===== config.mk =====
export PLATFORM = sky130hd
export DESIGN_NAME = rlv_ram
export DESIGN_NICKNAME = d
export VERILOG_FILES = /design/src/hdl/rlv_ram.sv
export SDC_FILE = /design/constraint.sdc
export NUM_CORES = 2
export LEC_CHECK = 0
export BUFFER_PORTS_ARGS = -buffer_cell sky130_fd_sc_hd__buf_4
export CAP_MARGIN = 20
export CORE_AREA = 5 5 450 452
export DETAILED_ROUTE_END_ITERATION = 16
export DIE_AREA = 0 0 455 457
export HOLD_SLACK_MARGIN = 0.02
export PLACE_DENSITY_LB_ADDON = 0.25
export SETUP_SLACK_MARGIN = 0.2
export SLEW_MARGIN = 25
export SYNTH_ARGS = -nofsm -noshare
export SYNTH_HDL_FRONTEND = slang
export SYNTH_SLANG_ARGS = --single-unit

===== constraint.sdc =====
create_clock -name clk -period 3.6 [get_ports clk]
set_clock_uncertainty 0.1 [all_clocks]
set_input_delay 0.54 -clock clk [delete_from_list [all_inputs] [get_ports clk]]
set_output_delay 0.54 -clock clk [all_outputs]
set_load 0.005 [all_outputs]

===== src/hdl/rlv_ram.sv =====
module rlv_ram #(
  parameter int DEPTH = 64,
  parameter int WIDTH = 32,
  parameter int AW    = (DEPTH > 1) ? $clog2(DEPTH) : 1
) (
  input  logic             clk,
  input  logic             we,
  input  logic [AW-1:0]    waddr,
  input  logic [WIDTH-1:0] wdata,
  input  logic             re,
  input  logic [AW-1:0]    raddr,
  output logic [WIDTH-1:0] rdata
);

  logic [WIDTH-1:0] mem [DEPTH];

  always_ff @(posedge clk) begin
    if (we) begin
      mem[waddr] <= wdata;
    end
  end

  always_ff @(posedge clk) begin
    if (re) begin
      rdata <= mem[raddr];
    end
  end

endmodule


==> run summary <==
worst reg2reg startpoint: mem[31][27]
share of the synthesized area in the top cell type: 79.23%
vias in the first global route: 37500
Sink Count: 2080
global-route wire length before repair: 291.3 mm
crit path to: rdata[27]
worst skew pair latency: 0.84 ns
commonest cells in the netlist: 2080 x edfxtp_1, 544 x mux4_2, 137 x nor2_1
hold crit path type: input pin to flop
crit path cell chain: buf_8 > buf_12 > buf_4 > mux4_2 > mux4_2 > o22ai_1 > nor2_1
area grow syn2layout: 16.08%
postcts setup bufs: 0
pwr dens: 546.2 mW/mm²
global route overflow: 0
syn_nets: 3371
# nets final: 3703
Worst-Margin Slew: 1.124 ns
Max FO, Critical Path: 19
Design Power: 49.99 mW
Slew headroom: 25.05%
Resized cells post-CTS: 0
Final Hold Fails: 0
Min Clock Period, post-route: 2.680 ns
die area: 0.2079 mm²
max_cap viols: 0
Final ANT Viol Nets: 0
die height: 457 µm
Initial Util: 39.73%
Iter 0 DRT Violations: 4271
CTS Buf Count: 199
core area: 0.1984 mm²
fillcell total: 16250
Yosys warnings: 0
CP peak stage delay: 0.56 ns
Post-synth top flop: edfxtp_1
share of cells above drive strength 1: 31.38%
largest net degree at the start of global routing: 65
io pins: 79
post-synth top area cell: edfxtp_1
Die Wd: 455 µm
root buffer cell: clkbuf_16
Layout Utilization: 46.12%
r2r setup slk: 1.11 ns
status: completed
Clock Path Buffers: 3
via count: 37020
Critical Path AT: 3.13 ns
Leak: 28.34 nW
# setup viols final: 0
worst hold path depth: 1
initial antenna violation count: 18
most frequent cell after synthesis: edfxtp_1
synth top area cells: edfxtp_1 79%, mux4_2 16%, mux2i_1 1.2%
ys async rst share: 0%
Reg2Reg Depth: 4
FF+latch count, synth: 2080
Max VDD drop: 501.5 µV
first-pass detailed-route iteration total: 5
I/O Buffers: 78
Netlist cell types: 33
max-slew violations: 0
# DRC: 0
crit start category: input pin
sequential share of the synthesized area: 79.23%
R2R Path End: rdata[27]
CTS clk-pin slew, worst paths: 0.06 ns
CP startpoint: raddr[0]
Avg WL per Cell: 32.04 µm
Critical Path Most Common Cell: mux4_2
fmax: 373.2 MHz
Post-synth EDFFs: 2080
DP Wirelength: 115.3 mm
final wirelength: 207.6 mm
fin crit share: 74.44%
post-synthesis cell area: 0.07884 mm²
slowest cell on the critical path: mux4_2
CTS Hold Bufs: 0
RSZ-0062 raised after global routing: no
Mapped Cells: 3324
gpl congestion: 0.7605
CTS tree: built
Rows: 164
H-tree levels: 4
Overall Global Routing Usage: 19.95%
CP required: 4.05 ns
syn_area_per_cell: 23.72 µm²
CP Capture Type: flop
kind of critical path: input pin to flop
vias per cell: 5.712
final cells by class:
class / instances / area (µm²) / area share, %
repair buffers: 313 / 3477 / 3.799
well taps: 2656 / 3323 / 3.631
flip-flops and latches: 2080 / 62460 / 68.25
diodes: 10 / 25.02 / 0.02734
multi-input cells: 1062 / 15980 / 17.46
clock buffers: 258 / 5308 / 5.800
clock inverters: 102 / 942.2 / 1.030
critical path: cells and delay by family:
kind	cells	cell delay (ns)
muxes	2	1.09
buffers and inverters	3	0.76
AOI/OAI and AO/OA	1	0.53
and+or+nand+nor	1	0.16
power by group:
part	leakage (nW)	internal (mW)	total, mW	switching (mW)
Sequential	18.7	26.9	26.9	0.0784
Combinational	6.54	1.04	2.69	1.65
Clock	3.07	11.5	20.3	8.84
Total	28.3	39.4	50.0	10.6
metal layers:
| metal | vias up | global-route usage (%) | wire length, µm |
|---|---|---|---|
| met5 | - | 0 | 56 |
| met4 | 10 | 6.063 | 6080 |
| met3 | 282 | 3.971 | 16210 |
| met2 | 1467 | 31.74 | 100300 |
| met1 | 20280 | 28.04 | 85000 |
| li1 | 14980 | - | - |
kinds of logic (layout without fill, tap and decap cells):
group           after synthesis  after routing  synth area share (%)
flops                      2080           2080                 79.23
simple gates                223            223                 1.260
buf+inv                     182            673                 1.124
compound gates              202            202                 1.666
other cells                   0             10                     0
mux                         637            637                 16.72
sequential cells by signal, summed over array words and instances (netlist names):
| name | cells |
|---|---|
| mem | 2048 |
| rdata | 32 |
layout by cell type (no fill, tap or decap), types with 4 or more instances in the layout:
| cell | synthesis | layout |
|---|---|---|
| a21oi_1 | 62 | 62 |
| a22oi_1 | 12 | 12 |
| a311oi_1 | 8 | 8 |
| a41o_1 | 4 | 4 |
| and3_1 | 4 | 4 |
| buf_12 | 0 | 88 |
| buf_4 | 25 | 221 |
| bufinv_16 | 0 | 16 |
| clkbuf_1 | 74 | 54 |
| clkbuf_16 | 0 | 204 |
| clkinv_1 | 0 | 35 |
| clkinv_2 | 0 | 37 |
| diode_2 | 0 | 10 |
| edfxtp_1 | 2080 | 2080 |
| inv_6 | 0 | 7 |
| mux2i_1 | 93 | 93 |
| mux4_2 | 544 | 544 |
| nand2_1 | 26 | 26 |
| nand2b_1 | 8 | 7 |
| nand3_1 | 5 | 5 |
| nand3b_1 | 5 | 5 |
| nor2_1 | 137 | 75 |
| nor2_4 | 0 | 62 |
| nor2b_1 | 15 | 15 |
| nor3_1 | 7 | 5 |
| o221ai_1 | 27 | 27 |
| o22ai_1 | 84 | 84 |
| o32ai_1 | 4 | 4 |
per-stage QoR:
step	instance area, µm²	TNS, ns	hold WS, ns	setup WS [ns]	cells
after floorplan	78850	0	0.5389	0.3081	3324
after global placement	85240	-0.02258	0.7476	-0.02258	6111
after detailed placement	85240	-0.01879	0.7428	-0.01879	6111
after CTS	91490	0	0.1081	0.8742	6471
after global routing	91490	0	0.1275	0.9062	6472
final	91520	0	0.1520	0.9203	6481
how the worst min path moves through the flow:
| stage | startpoint | end | slack, ns |
|---|---|---|---|
| 3_3_place_gp | mem[12][17] | rdata[17] | 0.75 |
| 6_report | re | rdata[8] | 0.15 |
| 3_5_place_dp | mem[12][17] | rdata[17] | 0.74 |
| 4_1_cts | re | rdata[8] | 0.11 |
| 5_1_grt | re | rdata[2] | 0.13 |
| 2_1_floorplan | wdata[0] | mem[0][0] | 0.54 |
Note: power is estimated with default switching activity, not from simulation.
